<file path="src/design/bfpr_pkg.sv">
package bfpr_pkg;

  // page geometry; byte_index is 6 bits, so a page holds at most 64 bytes
  localparam int PAGE_SIZE = 64;
  localparam int IDX_W     = 6;
  localparam int BYTE_W    = 8;

  localparam logic [BYTE_W-1:0] START_BYTE = 8'hFF;
  localparam logic [BYTE_W-1:0] PAD_BYTE   = 8'hFF;

  // configuration register indexes
  localparam int CFG_IDX_W = 3;
  localparam logic [CFG_IDX_W-1:0] CFG_PROG_START  = 3'd0;
  localparam logic [CFG_IDX_W-1:0] CFG_PROG_END    = 3'd1;
  localparam logic [CFG_IDX_W-1:0] CFG_PAGE_NUMBER = 3'd2;
  localparam logic [CFG_IDX_W-1:0] CFG_PAGE_DATA   = 3'd3;

  // result status codes
  typedef logic [1:0] status_t;
  localparam status_t ST_NONE = 2'd0;
  localparam status_t ST_DONE = 2'd1;
  localparam status_t ST_PAGE = 2'd2;

  typedef struct packed {
    logic [BYTE_W-1:0] rx_byte;
    logic [BYTE_W-1:0] expected_page;
  } in_item_t;

  typedef struct packed {
    status_t           status;
    logic              signal_on;
    logic [BYTE_W-1:0] page_byte;
    logic [IDX_W-1:0]  byte_index;
    logic              last;
  } out_item_t;

  typedef struct packed {
    logic [BYTE_W-1:0] prog_start;
    logic [BYTE_W-1:0] prog_end;
    logic [BYTE_W-1:0] page_number;
    logic [BYTE_W-1:0] page_data;
  } cfg_t;

  // page buffer access: write enable, write address and data, read address
  typedef struct packed {
    logic              we;
    logic [IDX_W-1:0]  waddr;
    logic [BYTE_W-1:0] wdata;
    logic [IDX_W-1:0]  raddr;
  } ram_req_t;

endpackage

</file>
<file path="src/design/bfpr_cfg_regs.sv">
module bfpr_cfg_regs (
  input  logic                          clk,
  input  logic                          rst,
  input  logic                          cfg_we,
  input  logic [bfpr_pkg::CFG_IDX_W-1:0] cfg_index,
  input  logic [bfpr_pkg::BYTE_W-1:0]    cfg_wdata,
  output bfpr_pkg::cfg_t                 cfg
);
  import bfpr_pkg::*;

  always_ff @(posedge clk) begin
    if (rst) begin
      cfg.prog_start  <= 8'd0;
      cfg.prog_end    <= 8'd1;
      cfg.page_number <= 8'd2;
      cfg.page_data   <= 8'd3;
    end else if (cfg_we) begin
      unique case (cfg_index)
        CFG_PROG_START:  cfg.prog_start  <= cfg_wdata;
        CFG_PROG_END:    cfg.prog_end    <= cfg_wdata;
        CFG_PAGE_NUMBER: cfg.page_number <= cfg_wdata;
        CFG_PAGE_DATA:   cfg.page_data   <= cfg_wdata;
        default: ;
      endcase
    end
  end

endmodule

</file>
<file path="src/design/bfpr_page_ram.sv">
module bfpr_page_ram (
  input  logic                       clk,
  input  bfpr_pkg::ram_req_t         req,
  output logic [bfpr_pkg::BYTE_W-1:0] rd_data
);
  import bfpr_pkg::*;

  logic [BYTE_W-1:0] mem [PAGE_SIZE];

  always_ff @(posedge clk) begin
    if (req.we) begin
      mem[req.waddr] <= req.wdata;
    end
  end

  always_ff @(posedge clk) begin
    rd_data <= mem[req.raddr];
  end

endmodule

</file>
<file path="src/design/boot_frame_page_receiver_core.sv">
// each byte's result sits in the output register in the cycle after its transaction, but
//   the closing byte of a valid page frame starts a run of PAGE_SIZE results instead
// throughput: one byte or run result per cycle while the output register is free; a run is
//   paced by the single buffer read port; no byte is taken until its last result is loaded
// reset: synchronous, active high; control state and registers but the result payload return
//   to reset values, the page buffer keeps its contents and needs no clearing pass
module boot_frame_page_receiver_core (
  input  logic                       clk,
  input  logic                       rst,
  input  logic                       in_valid,
  output logic                       in_ready,
  input  bfpr_pkg::in_item_t          in_data,
  output logic                       out_valid,
  input  logic                       out_ready,
  output bfpr_pkg::out_item_t         out_data,
  input  logic                       cfg_we,
  input  logic [bfpr_pkg::CFG_IDX_W-1:0] cfg_index,
  input  logic [bfpr_pkg::BYTE_W-1:0]    cfg_wdata
);
  import bfpr_pkg::*;

  // frame parse phases plus the page delivery run
  typedef enum logic [7:0] {
    S_SOM1    = 8'b0000_0001,
    S_SOM2    = 8'b0000_0010,
    S_TYPE    = 8'b0000_0100,
    S_LEN     = 8'b0000_1000,
    S_DATA    = 8'b0001_0000,
    S_CRC1    = 8'b0010_0000,
    S_CRC2    = 8'b0100_0000,
    S_DELIVER = 8'b1000_0000
  } state_t;

  state_t            state, state_next;
  logic [BYTE_W-1:0] frame_type, frame_type_next;
  logic [BYTE_W-1:0] frame_length, frame_length_next;
  logic [BYTE_W-1:0] payload_count, payload_count_next;
  logic              pages_armed, pages_armed_next;
  logic [BYTE_W-1:0] upcoming_page, upcoming_page_next;
  logic              signal_level, signal_level_next;
  logic [IDX_W-1:0]  del_idx, del_idx_next;
  logic              out_valid_next;
  out_item_t         out_data_next;

  cfg_t              cfg;
  ram_req_t          ram_req;
  logic [BYTE_W-1:0] rd_data;

  logic              in_fire;
  logic              out_free;
  logic              err;
  logic              start_run;
  status_t           single_status;
  logic [BYTE_W-1:0] pc_inc;
  logic              del_last;
  logic              del_pad;

  bfpr_cfg_regs u_cfg (
    .clk       (clk),
    .rst       (rst),
    .cfg_we    (cfg_we),
    .cfg_index (cfg_index),
    .cfg_wdata (cfg_wdata),
    .cfg       (cfg)
  );

  bfpr_page_ram u_ram (
    .clk     (clk),
    .req     (ram_req),
    .rd_data (rd_data)
  );

  // output register frees when empty or being taken this cycle
  assign out_free = !out_valid || out_ready;
  // no byte is taken while a page run is going out
  assign in_ready = (state != S_DELIVER) && out_free;
  assign in_fire  = in_valid && in_ready;

  assign pc_inc   = payload_count + 8'd1;
  assign del_last = (del_idx == IDX_W'(PAGE_SIZE - 1));
  // positions at or past the frame length are padded
  assign del_pad  = ({{(BYTE_W-IDX_W){1'b0}}, del_idx} >= frame_length);

  always_comb begin
    state_next         = state;
    frame_type_next    = frame_type;
    frame_length_next  = frame_length;
    payload_count_next = payload_count;
    pages_armed_next   = pages_armed;
    upcoming_page_next = upcoming_page;
    signal_level_next  = signal_level;
    del_idx_next       = del_idx;
    out_valid_next     = out_valid;
    out_data_next      = out_data;
    err                = 1'b0;
    start_run          = 1'b0;
    single_status      = ST_NONE;
    ram_req.we         = 1'b0;
    ram_req.waddr      = payload_count[IDX_W-1:0];
    ram_req.wdata      = in_data.rx_byte;

    // a taken result empties the output register unless refilled below
    if (out_valid && out_ready) begin
      out_valid_next = 1'b0;
    end

    if (in_fire) begin
      unique case (state)
        S_SOM1: begin
          if (in_data.rx_byte == START_BYTE) begin
            state_next = S_SOM2;
          end else begin
            err = 1'b1;
          end
        end
        S_SOM2: begin
          if (in_data.rx_byte == START_BYTE) begin
            state_next = S_TYPE;
          end else begin
            err        = 1'b1;
            state_next = S_SOM1;
          end
        end
        S_TYPE: begin
          frame_type_next = in_data.rx_byte;
          state_next      = S_LEN;
        end
        S_LEN: begin
          frame_length_next  = in_data.rx_byte;
          payload_count_next = '0;
          state_next         = (in_data.rx_byte == '0) ? S_CRC1 : S_DATA;
        end
        S_DATA: begin
          // bytes beyond the page are dropped
          if (payload_count < BYTE_W'(PAGE_SIZE)) begin
            ram_req.we = 1'b1;
          end
          payload_count_next = pc_inc;
          if (pc_inc >= frame_length) begin
            state_next = S_CRC1;
          end
        end
        S_CRC1: begin
          state_next = S_CRC2;
        end
        S_CRC2: begin
          // frame complete: act on its type
          state_next = S_SOM1;
          if (frame_type == cfg.prog_start) begin
            signal_level_next = 1'b0;
            pages_armed_next  = 1'b1;
          end else if (frame_type == cfg.prog_end) begin
            pages_armed_next = 1'b0;
            single_status    = ST_DONE;
          end else if (pages_armed) begin
            if (frame_type == cfg.page_number) begin
              // buffer reads entry 0 while parsing, so rd_data holds payload byte 0
              upcoming_page_next = rd_data;
            end else if (frame_type == cfg.page_data) begin
              if ((frame_length > BYTE_W'(PAGE_SIZE)) ||
                  (upcoming_page != in_data.expected_page)) begin
                err = 1'b1;
              end else begin
                signal_level_next = 1'b0;
                start_run         = 1'b1;
                del_idx_next      = '0;
                state_next        = S_DELIVER;
              end
            end
          end
        end
        default: begin
          state_next = S_SOM1;
        end
      endcase

      // error handling only matters while pages are expected
      if (err && pages_armed) begin
        signal_level_next  = 1'b1;
        upcoming_page_next = '0;
      end

      if (!start_run) begin
        out_valid_next           = 1'b1;
        out_data_next.status     = single_status;
        out_data_next.signal_on  = signal_level_next;
        out_data_next.page_byte  = '0;
        out_data_next.byte_index = '0;
        out_data_next.last       = 1'b1;
      end
    end

    // page run: one buffer byte per free output slot, pad written back
    if ((state == S_DELIVER) && out_free) begin
      out_valid_next           = 1'b1;
      out_data_next.status     = ST_PAGE;
      out_data_next.signal_on  = signal_level;
      out_data_next.page_byte  = del_pad ? PAD_BYTE : rd_data;
      out_data_next.byte_index = del_idx;
      out_data_next.last       = del_last;
      if (del_pad) begin
        ram_req.we    = 1'b1;
        ram_req.waddr = del_idx;
        ram_req.wdata = PAD_BYTE;
      end
      if (del_last) begin
        state_next   = S_SOM1;
        del_idx_next = '0;
      end else begin
        del_idx_next = del_idx + IDX_W'(1);
      end
    end

    // read ahead for the run; otherwise keep entry 0 in the read register
    ram_req.raddr = (state_next == S_DELIVER) ? del_idx_next : '0;
  end

  always_ff @(posedge clk) begin
    if (rst) begin
      state         <= S_SOM1;
      frame_type    <= '0;
      frame_length  <= '0;
      payload_count <= '0;
      pages_armed   <= 1'b0;
      upcoming_page <= '0;
      signal_level  <= 1'b1;
      del_idx       <= '0;
      out_valid     <= 1'b0;
    end else begin
      state         <= state_next;
      frame_type    <= frame_type_next;
      frame_length  <= frame_length_next;
      payload_count <= payload_count_next;
      pages_armed   <= pages_armed_next;
      upcoming_page <= upcoming_page_next;
      signal_level  <= signal_level_next;
      del_idx       <= del_idx_next;
      out_valid     <= out_valid_next;
    end
  end

  // result payload carries no reset
  always_ff @(posedge clk) begin
    out_data <= out_data_next;
  end

endmodule

</file>
<file path="config.mk">
export PLATFORM = sky130hd
export DESIGN_NAME = boot_frame_page_receiver_core
export DESIGN_NICKNAME = d
export VERILOG_FILES = /design/src/design/bfpr_pkg.sv /design/src/design/bfpr_cfg_regs.sv /design/src/design/bfpr_page_ram.sv /design/src/design/boot_frame_page_receiver_core.sv
export SDC_FILE = /design/constraint.sdc
export NUM_CORES = 1
export LEC_CHECK = 0
export BUFFER_PORTS_ARGS = -buffer_cell sky130_fd_sc_hd__buf_2
export CAP_MARGIN = 5
export CORE_MARGIN = 1
export CORE_UTILIZATION = 50
export DETAILED_ROUTE_END_ITERATION = 12
export PLACE_DENSITY = 0.66
export SLEW_MARGIN = 20
export SYNTH_ARGS = -nofsm -noshare
export SYNTH_HDL_FRONTEND = slang
export SYNTH_HIERARCHICAL = 1
export SYNTH_SLANG_ARGS = --single-unit
</file>
<file path="constraint.sdc">
create_clock -name clk -period 12.6 [get_ports clk]
set_input_delay 1.26 -clock clk [delete_from_list [all_inputs] [get_ports clk]]
set_output_delay 1.26 -clock clk [all_outputs]
set_load 0.005 [all_outputs]
</file>
; Word-level counts from Yosys, hierarchy flattened
; Memories as Yosys holds them, arrays and structs flattened. A register that Yosys moved wholly into a read port is not among the register bits.
; Cells that the tools add are included.
[classes]
order_cmp = 4
n_addsub = 2
n_eq_ne = 23
reduce_logical = 28
bitwise = 1
muxes = 77
[ops]
columns = cell, n
row1 = 8-bit 2-to-1 mux, 18
row2 = 6-bit 2-to-1 mux, 12
row3 = 8-bit one-hot mux with 7 select lines, 1
row4 = 16-bit 2-to-1 mux, 3
row5 = 1-bit 2-to-1 mux, 38
row6 = 8-bit equality test, 4
row7 = 15-bit 2-to-1 mux, 2
row8 = "8-bit equality test, second input constant", 3
row9 = 2-bit AND reduction, 9
row10 = 8-bit one-hot mux with 2 select lines, 1
row11 = 2-bit nonzero test, 6
row12 = "8-bit by 1-bit adder with 8-bit output, second input constant", 1
row13 = "8-bit by 1-bit equality test with 1-bit output, second input constant", 1
row14 = "8-bit by 2-bit equality test with 1-bit output, second input constant", 1
row15 = "8-bit by 3-bit equality test with 1-bit output, second input constant", 1
row16 = "8-bit by 4-bit equality test with 1-bit output, second input constant", 1
row17 = "8-bit by 5-bit equality test with 1-bit output, second input constant", 1
row18 = "8-bit by 6-bit equality test with 1-bit output, second input constant", 1
row19 = "8-bit by 7-bit equality test with 1-bit output, second input constant", 1
row20 = 6-bit by 8-bit >= comparator with 1-bit output, 1
row21 = 8-bit >= comparator, 1
row22 = "8-bit by 7-bit > comparator with 1-bit output, second input constant", 1
row23 = 8-bit zero test, 1
row24 = "8-bit by 7-bit < comparator with 1-bit output, second input constant", 1
row25 = other kinds (18), 25
[totals]
ramBits = 512
mem_count = 1
input_bits = 32
reg_bits = 99
[memory_table]
columns = memory, words, width, read_ports, rd_clocked_by_memory_dff, wr, line_no
row1 = u_ram.mem, 64, 8, 1, 1, 1, bfpr_page_ram.sv:8  ; logic [BYTE_W-1:0] mem [PAGE_SIZE];

; Depth between registers and ports, before layout
; Gate-level depths: netlist of the first run.
[logic_depth]
depth_word = 15
depth_mapped = 20
mapped_depth_nobuf = 17

; Modules after synthesis
; The synthesis of the first run kept the hierarchy.
[modules_own_cells]
columns = module, area_each_um2, n_inst, cells_each, seq_area_each_um2
row1 = bfpr_page_ram, 20095.5, 1, 958, 15534.9
row2 = boot_frame_page_receiver_core, 4071.4, 1, 448, 1501.4
row3 = bfpr_cfg_regs, 1316.3, 1, 120, 640.6

; Worst setup path before layout of the first run
; Ideal clock, no wire load.
[synth_timing]
kind = input port to flip-flop
from = input in_data[8] (netlist bit)
to = register u_ram/rd_data[1] (netlist bit), read port of u_ram.mem
path_slack_ns = 8.027
path_stages = 13
arrival_time_ns = 4.456
path_cell_list = nor4_1 -> nand2_1 -> nand4b_1 -> a31oi_1 -> or4_4 -> a211o_4 -> nor2_1 -> buf_2 -> buf_4 -> mux4_2 -> a22oi_1 -> nand3_1 -> a32o_1
[synth_lines]
columns = item, line_no
row1 = start: declaration, boot_frame_page_receiver_core.sv:12  ; input bfpr_pkg::in_item_t in_data,
row2 = end: declaration, bfpr_page_ram.sv:4  ; output logic [bfpr_pkg::BYTE_W-1:0] rd_data

==> results of run 1 <==
-- metal layers --
metal	part of all wire [%]	wire, µm	GRT usage [%]
met5	0	0	0
met4	2.6	1494	7.369
met3	8.0	4587	3.550
met2	47	27310	35.45
met1	42	24140	31.82
-- cells in the mapped netlist, types with 6 or more instances --
master / count
sky130_fd_sc_hd__edfxtp_1: 528
sky130_fd_sc_hd__nor2_1: 129
sky130_fd_sc_hd__mux4_2: 125
sky130_fd_sc_hd__dfxtp_1: 91
sky130_fd_sc_hd__mux2i_1: 66
sky130_fd_sc_hd__clkbuf_1: 49
sky130_fd_sc_hd__nand2_1: 48
sky130_fd_sc_hd__nand2b_1: 46
sky130_fd_sc_hd__nand3_1: 30
sky130_fd_sc_hd__o21ai_0: 26
sky130_fd_sc_hd__xor2_1: 25
sky130_fd_sc_hd__xnor2_1: 24
sky130_fd_sc_hd__a21oi_1: 23
sky130_fd_sc_hd__o22ai_1: 22
sky130_fd_sc_hd__a31oi_1: 17
sky130_fd_sc_hd__ha_1: 16
sky130_fd_sc_hd__nor3_1: 16
sky130_fd_sc_hd__inv_1: 15
sky130_fd_sc_hd__a22oi_1: 14
sky130_fd_sc_hd__buf_2: 14
sky130_fd_sc_hd__nor2b_1: 14
sky130_fd_sc_hd__or2_2: 13
sky130_fd_sc_hd__a21o_1: 11
sky130_fd_sc_hd__a22o_1: 11
sky130_fd_sc_hd__buf_4: 11
sky130_fd_sc_hd__nor4_1: 10
sky130_fd_sc_hd__nand3b_1: 9
sky130_fd_sc_hd__nand4_1: 9
sky130_fd_sc_hd__buf_6: 8
sky130_fd_sc_hd__and2_1: 7
sky130_fd_sc_hd__and3_1: 7
sky130_fd_sc_hd__mux2_2: 7
sky130_fd_sc_hd__o221ai_1: 7
sky130_fd_sc_hd__a211oi_1: 6
-- power by group --
group	internal, mW	total [mW]	switching (mW)
clock network	1.07	1.83	0.762
registers	2.22	2.23	0.00214
logic	0.0175	0.0666	0.0491
total	3.31	4.13	0.813
-- worst reg2reg max path, stage by stage (launching register included) --
cell                      delay (ns)
sky130_fd_sc_hd__dfxtp_1        0.40
sky130_fd_sc_hd__or4_4          0.62
sky130_fd_sc_hd__or2_2          0.36
sky130_fd_sc_hd__nor3_1         0.45
sky130_fd_sc_hd__nand4_1        0.18
sky130_fd_sc_hd__or2_2          0.36
sky130_fd_sc_hd__a211o_4        0.41
sky130_fd_sc_hd__nor2_4         0.11
sky130_fd_sc_hd__buf_4          0.68
sky130_fd_sc_hd__buf_12         0.63
sky130_fd_sc_hd__mux4_2         0.78
sky130_fd_sc_hd__a22oi_1        0.23
sky130_fd_sc_hd__a31oi_1        0.18
sky130_fd_sc_hd__a21oi_1        0.28
sky130_fd_sc_hd__o21ai_0        0.17
-- sequential cells by signal, summed over array words and instances, names as in the netlist, 8 cells and up --
| signal | count |
|---|---|
| out_data | 18 |
| u_cfg/cfg | 32 |
| payload_count | 8 |
| frame_length | 8 |
| u_ram/mem | 512 |
| upcoming_page | 8 |
| state | 8 |
| frame_type | 8 |
| u_ram/rd_data | 8 |
-- final timing paths --
kind | from | end | slack, ns
max reg2reg | state[1]$_SDFF_PP0_ | u_ram/rd_data[4]$_DFF_P_ | 6.62
max | state[1]$_SDFF_PP0_ | u_ram/rd_data[4]$_DFF_P_ | 6.62
min reg2reg | out_data[16]$_SDFFE_PP0P_ | out_data[16]$_SDFFE_PP0P_ | 0.47
min | out_data[16]$_SDFFE_PP0P_ | out_data[16]$_SDFFE_PP0P_ | 0.47
-- cells in the final DEF (no fill, tap or decap), types with 16 or more instances in the layout --
master / count
sky130_fd_sc_hd__mux2i_1: 66
sky130_fd_sc_hd__nor2_1: 127
sky130_fd_sc_hd__mux4_2: 125
sky130_fd_sc_hd__o21ai_0: 26
sky130_fd_sc_hd__nand3_1: 30
sky130_fd_sc_hd__clkbuf_16: 62
sky130_fd_sc_hd__o22ai_1: 22
sky130_fd_sc_hd__a31oi_1: 17
sky130_fd_sc_hd__xnor2_1: 24
sky130_fd_sc_hd__nand2_1: 48
sky130_fd_sc_hd__nand2b_1: 46
sky130_fd_sc_hd__buf_2: 51
sky130_fd_sc_hd__xor2_1: 25
sky130_fd_sc_hd__edfxtp_1: 528
sky130_fd_sc_hd__dfxtp_1: 91
sky130_fd_sc_hd__a21oi_1: 22
sky130_fd_sc_hd__buf_4: 22
sky130_fd_sc_hd__ha_1: 16
-- layout make-up --
cell class / count / area, µm²
Clock inverter: 32 / 347.8
Clock buffer: 81 / 1703
Inverter: 15 / 56.30
Fill cell: 3794 / 21750
Sequential cell: 619 / 17680
Antenna cell: 2 / 5.005
Tap cell: 672 / 840.8
Multi-Input combinational cell: 805 / 7335
Timing Repair Buffer: 75 / 460.4
-- cell families after synthesis --
logic type	count (synthesis)
buffers and inverters	102
DFF	619
adders and majority gates	16
and+or+nand+nor	369
xor gates and xnor gates	49
AOI/OAI and AO/OA	173
muxes	198
==> results.txt, run 1 <==
* Outcome: finished, final reports clean
- Share of Yosys cell area claimed by the top area cell type: 62.22%
- Final-report setup violation count: 0
- Total clock buffers created by CTS: 60
* Crit-path leading delay family: simple AND/OR/NAND/NOR gates
- Initial antenna violation count: 2
* Clock-pin slew on the worst setup and hold paths: 0.07 ns
- The design draws 4.126 mW.
- Detailed placement ended at an HPWL of 35,240 µm.
* Synth Register Bits: 619
* Post-detailed-route DRC marker count: 0
* GR Overflow Total: 0
- Routed vias/inst: 6.087
- Critical-path maximum fanout: 86
- Post-route minimum period: 5.981 ns
- TNS Setup: 0 ns
- By area, the combinational part of the netlist is dominated by multiplexers.
* Kind of path behind the tightest hold check: register to register
* Actual slew at the worst max-slew pin: 1.012 ns
- In this run the cell area measured after placement is 26,370 µm².
* CTS max path bufs: 3
* Number of sinks on the clock net: 619
- Final hold slack: 0.4661 ns
* Total number of cells along the worst setup path: 14
* Core outline area: 50,170 µm²
- Once routing completed, OpenROAD measured the worst setup slack at 6.619 ns.
* Max cap viols: 0
- In this run the tightest slew margin relative to its limit is 32.28%.
* Post-synthesis sequential area ratio: 69.37%
- Die X-Extent: 227.8 µm
- Layout overhead on the synthesized area: 11.54%
- STA classifies the critical path startpoint as a register.
* Synthesized-area fraction occupied by adder cells: 0.7856%
- The number of hold violations in the final report was 0.
- Cells fill 56.66% of the core in the end.
- Total vias in the final route: 14,010
- Once the floorplan was initialized, standard cells occupied 50.79% of the core.
* Post CTS Setup Buffer Count: 0
- Largest net degree at the start of global routing: 121
- The number of max-slew violations in the final report came to 0.
- Number of cells on the worst hold path: 2
* Post-synthesis instance area: 25,480 µm²
- Die area: 51,870 µm²
- Upper clock frequency limit: 0.1672 GHz
- Final RePlAce weighted congestion: 0.9584
* Post-synthesis share of cell area spent on and, or, nand and nor gates: 7.527%
- Data on the critical path arrives at its endpoint at 6.47 ns.
* Top_reg_cell synth: sky130_fd_sc_hd__edfxtp_1
- Number of distinct standard cells referenced by the synthesized netlist: 72
- Layout cells sized above 1: 20.59%
- Clock latency on the worst-skew pair, taken at its later pin, is 0.63 ns.
- Total number of H-tree levels: 2
- Sorting the synthesized cells by area gives the leading types as sky130_fd_sc_hd__edfxtp_1 62%, sky130_fd_sc_hd__mux4_2 11%, sky130_fd_sc_hd__dfxtp_1 7.1%.
- The first global-routing pass estimated 87,180 µm of wire.
* Share of flip-flops with an asynchronous set or reset: 0%
- Root buf cell: sky130_fd_sc_hd__clkbuf_16
- Top Ports: 52
- Die Y: 227.8 µm
* Wire length per cell after detailed routing: 25.00 µm
- For this run, the detailed router's first-pass iteration total came to 5.
- Synthesis produced 1,526 cells.
- VDD sags by at most 0.1158 mV.
- The worst setup path is captured at a register.
- Counting tap cells, the placed design contains a total of 2,186 instances.
- The final layout contains routed wiring with a total length of 57,530 µm.
- Post-cts sizing count: 0
* Top cell type by total area after synthesis: sky130_fd_sc_hd__edfxtp_1
* Post-route antenna net violation count: 0
- Count of yosys warnings during synthesis: 6
- Setup repair after global routing left no endpoint under its margin.
- Via count of the first global-routing pass: 14,020
- When the netlist entered floorplanning its net count stood at 1,574.
* Standard-cell row count: 82
- Hold buffer count at CTS: 0
- Post-Synth XOR/XNOR Area: 1.684%
* Power density over cell area: 145.1 nW/µm²
* Post-synth EDFFs: 528
- A synthesized cell averages 16.70 µm².
* Net count of the finished layout: 1,624
- The critical path contains buffers and inverters numbering 2 combined.
- Detailed router's first-iteration violation count: 1,406
- Worst-case clock skew: 0.02250 ns
- After layout, the worst path uses 47.47% of the clock period.
- The analysis attributes to cell leakage a power of 9.110 nW.
- Sequence of cells on the critical path: or4_4 > or2_2 > nor3_1 > nand4_1 > or2_2 > a211o_4 > nor2_4 > buf_4 > buf_12 > mux4_2 > a22oi_1 > a31oi_1 > a21oi_1 > o21ai_0
- The finished layout holds 2,301 standard cells, fillers aside.
- STA puts the critical path data required time at 13.09 ns.
* Type of the setup path with the least slack: register to register
* Post-route cell area: 28,420 µm²
* Post-place setup slack: 6.184 ns
- The number of cells on the worst reg-to-reg path is 14.
* Portion of netlist area occupied by mux cells: 13.95%
- The largest single stage delay on the critical path is 0.68 ns.
- The synthesized netlist devotes 4.714% of its cell area to compound gates.
- Global routing consumed, over all layers together, 22.37% of the routing resources.
- During placement, the flow inserted port buffers numbering 51.
* TritonCTS clock tree: yes
* Library cell appearing most often on the critical path: sky130_fd_sc_hd__or2_2
- The slowest stage of the critical path is the sky130_fd_sc_hd__buf_4 cell.
Power figures use the tool's default switching activity.
==> run 2, diff against run 1 <==
==> constraint.sdc (replaced) <==
create_clock -name clk -period 6.1 [get_ports clk]
set_input_delay 0.61 -clock clk [delete_from_list [all_inputs] [get_ports clk]]
set_output_delay 0.61 -clock clk [all_outputs]
set_load 0.005 [all_outputs]
==> results.txt, run 2 (same netlist as run 1, synthesis figures left out) <==
- Top Ports: 52 (unchanged)
- DRT Wirelength: 59,500 µm (was 57,530 µm)
- Post-route antenna net violation count: 0 (unchanged)
- Die area: 51,870 µm² (unchanged)
- The DRC violation total after the first TritonRoute iteration came to 1,511 (was 1,406).
* Outcome: finished, final reports clean (unchanged)
- Max Slew Vio Count: 0 (unchanged)
- Layout cells sized above 1: 21.02% (was 20.59%)
* Critical Path Source: state[1]$_SDFF_PP0_ (unchanged)
* Proportion of power drawn by the clock network: 44.8% (was 44.4%)
- The sort of element at the start of the critical path was a register (unchanged).
- Post-cts sizing count: 0 (unchanged)
* Commonest non-fill, non-tap cell in the layout: sky130_fd_sc_hd__edfxtp_1 (unchanged)
* Largest net degree at the start of global routing: 80 (was 121)
* Initial Utilization: 50.79% (unchanged)
- The maximum achievable frequency is 0.1805 GHz (was 0.1672 GHz).
- The critical path required time is 6.63 ns (was 13.09 ns).
- Tcrit/Tclk final: 90.84% (was 47.47%)
- Final-report setup violation count: 0 (unchanged)
- The sum of negative setup slack is 0 ns (unchanged).
- The number of flip-flops under the largest register name came to 512 (unchanged).
- TritonCTS clock tree: yes (unchanged)
* CTS max path bufs: 3 (unchanged)
- Commonest non-fill, non-tap cells in the layout: 528 x sky130_fd_sc_hd__edfxtp_1, 127 x sky130_fd_sc_hd__nor2_1, 125 x sky130_fd_sc_hd__mux4_2 (unchanged).
- The number of hold violations in the final report was 0 (unchanged).
* Setup repair after global routing missed its margin: false (unchanged)
* Cell Int Power: 6.888 mW (was 3.312 mW)
- The worst endpoint data arrival time came to 6.07 ns (was 6.47 ns).
- The number of buffers added on ports was 51 (unchanged).
- The register share of total power came to 53.6% (was 54.0%).
- Root buf cell: sky130_fd_sc_hd__clkbuf_16 (unchanged)
- Total vias in the final route: 14,240 (was 14,010)
- Net count of the finished layout: 1,647 (was 1,624)
* Hold buffer count at CTS: 0 (unchanged)
- Combined area of the multi-input logic cells: 7337 µm² (was 7335 µm²)
- Capture point of the critical path: u_ram/rd_data[6]$_DFF_P_ (was u_ram/rd_data[4]$_DFF_P_)
- The post-route worst setup slack was 0.5590 ns (was 6.619 ns).
* Type of the setup path with the least slack: register to register (unchanged)
- Clock latency reported for the late side of the worst-skew pair: 0.59 ns (was 0.63 ns)
- The number of H-tree branching levels was 3 (was 2).
* Count of non-filler cells in the finished layout: 2,323 (was 2,301)
- The global placement routability congestion came to 0.9184 (was 0.9584).
* Dpl cells: 2,202 (was 2,186)
* Power density over cell area: 299.9 nW/µm² (was 145.1 nW/µm²)
- The number of fill cells came to 3,854 (was 3,794).
* Wire length per cell after detailed routing: 25.61 µm (was 25.00 µm)
- The site row count came to 82 (unchanged).
- The final critical path time including I/O delays and setup was 5.541 ns (was 5.981 ns).
- Post-route cell area: 28,620 µm² (was 28,420 µm²)
* GR Overflow Total: 0 (unchanged)
* Maximum vdd drop: 0.2136 mV (was 0.1158 mV)
- The via count normalized by instance count was 6.130 (was 6.087).
* P_leak: 9.220 nW (was 9.110 nW)
* Reg area: 17,680 µm² (unchanged)
* Startpoint of the worst register-to-register path: state[1]$_SDFF_PP0_ (unchanged)
* Critical-path maximum fanout: 16 (was 86)
- R2r setup slk: 0.56 ns (was 6.62 ns)
* Critical R2R Capture: u_ram/rd_data[6]$_DFF_P_ (was u_ram/rd_data[4]$_DFF_P_)
* Area of placed instances: 26,540 µm² (was 26,370 µm²)
- Endpoint kind of the worst setup timing path: register (unchanged)
* Die X-Extent: 227.8 µm (unchanged)
* DP HPWL: 38,400 µm (was 35,240 µm)
* Worst-case clock skew: 0.02512 ns (was 0.02250 ns)
- Wire length of the first global-routing pass: 89,750 µm (was 87,180 µm)
- Post-place setup slack: 0.8553 ns (was 6.184 ns)
- Logic gate share of total power: 1.6% (about the same)
- Overall power after layout: 8.584 mW (was 4.126 mW)
- Ant diodes: 0 (was 2)
- Actual slew at the worst max-slew pin: 1.075 ns (was 1.012 ns)
* Post-detailed-route DRC marker count: 0 (unchanged)
* Core outline area: 50,170 µm² (unchanged)
- The switching share of power came to 19.75% (was 19.71%).
* Post CTS Setup Buffer Count: 0 (unchanged)
- Number of cells on the worst hold path: 3 (was 2)
- Layout overhead on the synthesized area: 12.31% (was 11.54%)
- The number of violations of the max-capacitance limit is 0 (unchanged).
- Largest reg by FF count: u_ram/mem (unchanged)
- The via count of the first global-routing pass is 14,160 (was 14,020).
- Worst Reg2Reg Path Length in Cells: 12 (was 14)
* Clock-pin slew on the worst setup and hold paths: 0.06 ns (was 0.07 ns)
* Drt pass-1 iters: 6 (was 5)
- The die extent in y is 227.8 µm (unchanged).
- The CTS buffer count is 67 (was 60).
- Biggest regs: u_ram/mem: 512 flops, u_cfg/cfg: 32 flops, out_data: 18 flops (unchanged)
* Total Routing Usage GR: 23.33% (was 22.37%)
- Worst slew slack as a fraction of its limit: 28.09% (was 32.28%)
- Net load switching power: 1.696 mW (was 0.8134 mW)
- Number of sinks on the clock net: 619 (unchanged)
- The initial antenna violation count is 2 (unchanged).
* Kind of path behind the tightest hold check: input port to register (was register to register)
[run 2: cell types whose count changed in the layout (fill, tap and decap cells not counted), sizes merged]
cell / change
buf: +16
bufinv: -3
clkbuf: +12
clkinv: -1
clkinvlp: -2
diode: -2
inv: +2
[run 2: how the worst min path moves through the flow]
stage / from / to / slack [ns]
after detailed placement: out_data[16]$_SDFFE_PP0P_ / out_data[16]$_SDFFE_PP0P_ / 0.46
final: cfg_wdata[1] / u_cfg/cfg[17]$_SDFFE_PP0P_ / 0.34
after global routing: in_data[8] / frame_length[0]$_SDFFE_PP0P_ / 0.33
after floorplan: out_data[17]$_SDFFE_PP1P_ / out_data[17]$_SDFFE_PP1P_ / 0.44
after global placement: out_data[16]$_SDFFE_PP0P_ / out_data[16]$_SDFFE_PP0P_ / 0.44
after CTS: cfg_wdata[1] / u_cfg/cfg[17]$_SDFFE_PP0P_ / 0.31
[run 2: critical path, cell delays in order, from the launching register on]
cell                      delay, ns
sky130_fd_sc_hd__dfxtp_1       0.39
sky130_fd_sc_hd__or4_4         0.62
sky130_fd_sc_hd__or2_2         0.36
sky130_fd_sc_hd__nor3_1        0.41
sky130_fd_sc_hd__nand4_1       0.21
sky130_fd_sc_hd__or2_2         0.37
sky130_fd_sc_hd__a211o_4       0.42
sky130_fd_sc_hd__nor2_2        0.81
sky130_fd_sc_hd__inv_1         0.20
sky130_fd_sc_hd__nand2_1       0.38
sky130_fd_sc_hd__o22ai_1       0.21
sky130_fd_sc_hd__o21ai_0       0.82
sky130_fd_sc_hd__a22o_1        0.27
[run 2: power by group through the flow]
stage / clock network (mW) / logic, mW / registers (mW)
floorplan: 0 / 0.0703 / 4.69
global placement: 0 / 0.136 / 4.69
detailed placement: 0 / 0.141 / 4.69
CTS: 3.92 / 0.141 / 4.60
global route: 4.07 / 0.152 / 4.60
finish: 3.85 / 0.139 / 4.60
[run 2: routing by layer]
layer | routed length [µm] | track usage (%) | share of wire (%)
met1 | 25250 | 33.31 | 42
met4 | 2252 | 9.459 | 3.8
met5 | 26 | 0 | 0.044
met2 | 27200 | 35.11 | 46
met3 | 4773 | 4.938 | 8.0
[run 2: final cells by class]
class / instances / share of cell area, %
Inverter: 15 / 0.1967
Clock buffer: 93 / 6.487
Tap cell: 672 / 2.938
Multi-Input combinational cell: 805 / 25.63
Sequential cell: 619 / 61.76
Clock inverter: 28 / 0.7781
Timing Repair Buffer: 91 / 2.203
[run 2: through the flow]
step           utilization [%]  hold slack (ns)
2_1_floorplan                -           0.4388
3_3_place_gp             52.90           0.4432
3_5_place_dp             52.90           0.4587
4_1_cts                  57.05           0.3083
5_1_grt                  57.05           0.3301
6_report                 57.05           0.3353
==> run 3, diff against run 2 <==
==> constraint.sdc (replaced) <==
create_clock -name clk -period 5.9 [get_ports clk]
set_input_delay 0.59 -clock clk [delete_from_list [all_inputs] [get_ports clk]]
set_output_delay 0.59 -clock clk [all_outputs]
set_load 0.005 [all_outputs]
==> results.txt, run 3 (same netlist as run 1, synthesis figures left out) <==
* Outcome: finished, final reports clean (unchanged)
- The ratio of final minimum period to clock period was 88.34% (was 90.84%).
- The critical path required time came to 6.38 ns (was 6.63 ns).
* Routed met3 length: 5007 µm (was 4773 µm)
- The area occupied by multi-input gates was 7335 µm² (was 7337 µm²).
- Cell Int Power: 7.256 mW (was 6.888 mW)
- The diode insertion count for antenna repair was 0 (unchanged).
* Flip-flop count of the largest register after layout: 512 (unchanged)
- Die X-Extent: 227.8 µm (unchanged)
* Top Ports: 52 (unchanged)
* Clock-pin slew on the worst setup and hold paths: 0.06 ns (about the same)
- GR Overflow Total: 0 (unchanged)
- Die Y: 227.8 µm (unchanged)
- The switching share of power came to 19.40% (was 19.75%).
- The clock tree from TritonCTS is yes (unchanged).
- Largest net degree at the start of global routing: 80 (unchanged)
- The number of hold violations in the final report came to 0 (unchanged).
- The clock latency reported for the late side of the worst-skew pair was 0.62 ns (was 0.59 ns).
* Net count of the finished layout: 1,662 (was 1,647)
- Layout overhead on the synthesized area: 13.05% (was 12.31%)
- The global-route wire length before repair is 89,510 µm (was 89,750 µm).
- Setup repair after global routing missed its margin: false (unchanged)
- The global router's overall resource usage is 22.98% (was 23.33%).
- Biggest regs: u_ram/mem: 512 flops, u_cfg/cfg: 32 flops, out_data: 18 flops (unchanged)
* Type of the setup path with the least slack: register to register (unchanged)
- Routed vias/inst: 6.036 (was 6.130)
* Maximum vdd drop: 0.2232 mV (was 0.2136 mV)
- The power density over the cells is 312.5 nW/µm² (was 299.9 nW/µm²).
* Post-cts sizing count: 0 (unchanged)
- The share of the core filled with cells in the final layout came to 57.42% (was 57.05%).
- Critical path startpoint category: register (unchanged)
* Kind of path behind the tightest hold check: input port to register (unchanged)
- Total number of H-tree levels: 2 (was 3)
- Logic gate share of total power: 1.6% (about the same)
- The root buffer selected by CTS is sky130_fd_sc_hd__clkbuf_16 (unchanged).
* Post-route minimum period: 5.212 ns (was 5.541 ns)
- The total via count after detailed routing is 14,110 (was 14,240).
- Post-route antenna net violation count: 0 (unchanged)
* Sequence of cells on the critical path: or4_4 > or2_2 > nor3_1 > nand4_1 > or2_2 > a211o_4 > nor2_4 > buf_4 > buf_4 > mux4_2 > nand3_1 > a31oi_1 > a21oi_1 > o21ai_0 (was or4_4 > or2_2 > nor3_1 > nand4_1 > or2_2 > a211o_4 > nor2_2 > inv_1 > nand2_1 > o22ai_1 > o21ai_0 > a22o_1)
- Count of buffers from port buffering: 51 (unchanged)
* Part of the total power dissipated in sequential elements: 52.8% (was 53.6%)
- DP HPWL: 38,550 µm (was 38,400 µm)
- The CTS buffer count was 61 (was 67).
- Net load switching power: 1.746 mW (was 1.696 mW)
- Commonest non-fill, non-tap cell in the layout: sky130_fd_sc_hd__edfxtp_1 (unchanged)
- M1 WL: 24,810 µm (was 25,250 µm)
- The area of the placeable core is 50,170 µm² (unchanged).
- Hold buffer count at CTS: 0 (unchanged)
* Worst-case clock skew: 0.03032 ns (was 0.02512 ns)
* Crit path arrival time: 5.70 ns (was 6.07 ns)
- The delay of the slowest critical-path stage is 0.62 ns (was 0.82 ns).
- The maximum net fanout on the critical path came to 12 (was 16).
- Met2 Routed Length: 27,430 µm (was 27,200 µm)
* Actual slew at the worst max-slew pin: 1.033 ns (was 1.075 ns)
- The site row count was 82 (unchanged).
- Max stage delay cell, worst path: sky130_fd_sc_hd__or4_4 (was sky130_fd_sc_hd__o21ai_0)
- CTS max path bufs: 3 (unchanged)
- Post-detailed-route DRC marker count: 0 (unchanged)
* Die area: 51,870 µm² (unchanged)
* Number of sinks on the clock net: 619 (unchanged)
- Initial antenna violation count: 1 (was 2)
- Proportion of power drawn by the clock network: 45.6% (was 44.8%)
- The total wire length after detailed routing came to 58,710 µm (was 59,500 µm).
* Endpoint kind of the worst setup timing path: register (unchanged)
* Commonest non-fill, non-tap cells in the layout: 528 x sky130_fd_sc_hd__edfxtp_1, 127 x sky130_fd_sc_hd__nor2_1, 125 x sky130_fd_sc_hd__mux4_2 (unchanged)
* Via count of the first global-routing pass: 14,220 (was 14,160)
- Max Slew Vio Count: 0 (unchanged)
- Final RePlAce weighted congestion: 0.9310 (was 0.9184)
- The register name with the most flops is u_ram/mem (unchanged).
* P_leak: 9.337 nW (was 9.220 nW)
- The maximum achievable frequency came to 0.1919 GHz (was 0.1805 GHz).
- The highest metal layer with signal wires is met5 (unchanged).
- TNS Setup: 0 ns (unchanged)
* Max cap viols: 0 (unchanged)
* Reg area: 17,680 µm² (unchanged)
* Final-report setup violation count: 0 (unchanged)
- The initial standard-cell utilization of the core was 50.79% (unchanged).
- The buffers inserted during post-CTS setup optimization was 0 (unchanged).
- Detailed router's first-iteration violation count: 1,535 (was 1,511)
- Worst slew slack as a fraction of its limit: 31.11% (was 28.09%)
* Number of fillers in the final layout: 3,799 (was 3,854)
- Drt pass-1 iters: 7 (was 6)
* Layout cells sized above 1: 22.33% (was 21.02%)
- The average wire per standard cell was 25.11 µm (was 25.61 µm).
## run 3: cell count changes in the layout (fill, tap and decap cells not counted), moves of 4 or more
cell	change
sky130_fd_sc_hd__buf_4	+23
sky130_fd_sc_hd__bufinv_16	+9
sky130_fd_sc_hd__clkbuf_1	-11
sky130_fd_sc_hd__clkbuf_16	-6
sky130_fd_sc_hd__clkbuf_8	-4
sky130_fd_sc_hd__clkinvlp_4	+6
## run 3: path summary, 6_finish.rpt
path | startpoint | to | slack (ns) | cells past startpoint
worst max-delay path | state[1]$_SDFF_PP0_ | u_ram/rd_data[4]$_DFF_P_ | 0.69 | 14
worst min-delay path | in_data[8] | frame_length[0]$_SDFFE_PP0P_ | 0.26 | 3
worst max register to register | state[1]$_SDFF_PP0_ | u_ram/rd_data[4]$_DFF_P_ | 0.69 | 14
worst min register to register | out_data[17]$_SDFFE_PP1P_ | out_data[17]$_SDFFE_PP1P_ | 0.45 | 2
## run 3: power groups by stage
| stage | sequential, mW | combinational, mW | clock [mW] |
|---|---|---|---|
| 2_1_floorplan | 4.85 | 0.0726 | 0 |
| 3_3_place_gp | 4.85 | 0.142 | 0 |
| 3_5_place_dp | 4.85 | 0.147 | 0 |
| 4_1_cts | 4.75 | 0.147 | 4.17 |
| 5_1_grt | 4.75 | 0.158 | 4.34 |
| 6_report | 4.75 | 0.145 | 4.10 |
## run 3: metal layers
| layer | vias up | global-route usage (%) |
|---|---|---|
| met5 | - | 0 |
| met4 | 2 | 7.052 |
| met3 | 90 | 5.725 |
| met2 | 573 | 35.91 |
| met1 | 7237 | 31.92 |
| li1 | 6210 | - |
## run 3: final cells by class
type	count	area share, %
clock buffer	72	5.590
timing repair buffer	112	2.649
inverter	15	0.1954
tap	672	2.919
clock inverter	43	1.824
multi-input combinational	805	25.46
sequential	619	61.36
## run 3: per-stage QoR
step	setup WS (ns)	hold slack, ns	total power, mW	instance area (µm²)	cells
floorplan	1.448	0.4388	4.920	25480	1526
global placement	0.7660	0.4335	4.989	26670	2223
detailed placement	0.6813	0.4364	4.994	26670	2223
CTS	0.6487	0.2393	9.072	28810	2338
global route	0.2794	0.2554	9.252	28810	2338
finish	0.6880	0.2624	9.003	28810	2338
## run 3: critical path: cells and delay by family (launching register included)
kind	cells	cell delay (ns)
AO/OA/AOI/OAI	4	1.02
buffers and inverters	2	0.64
flip-flops	1	0.40
multiplexers	1	0.53
AND/OR/NAND/NOR	7	2.46
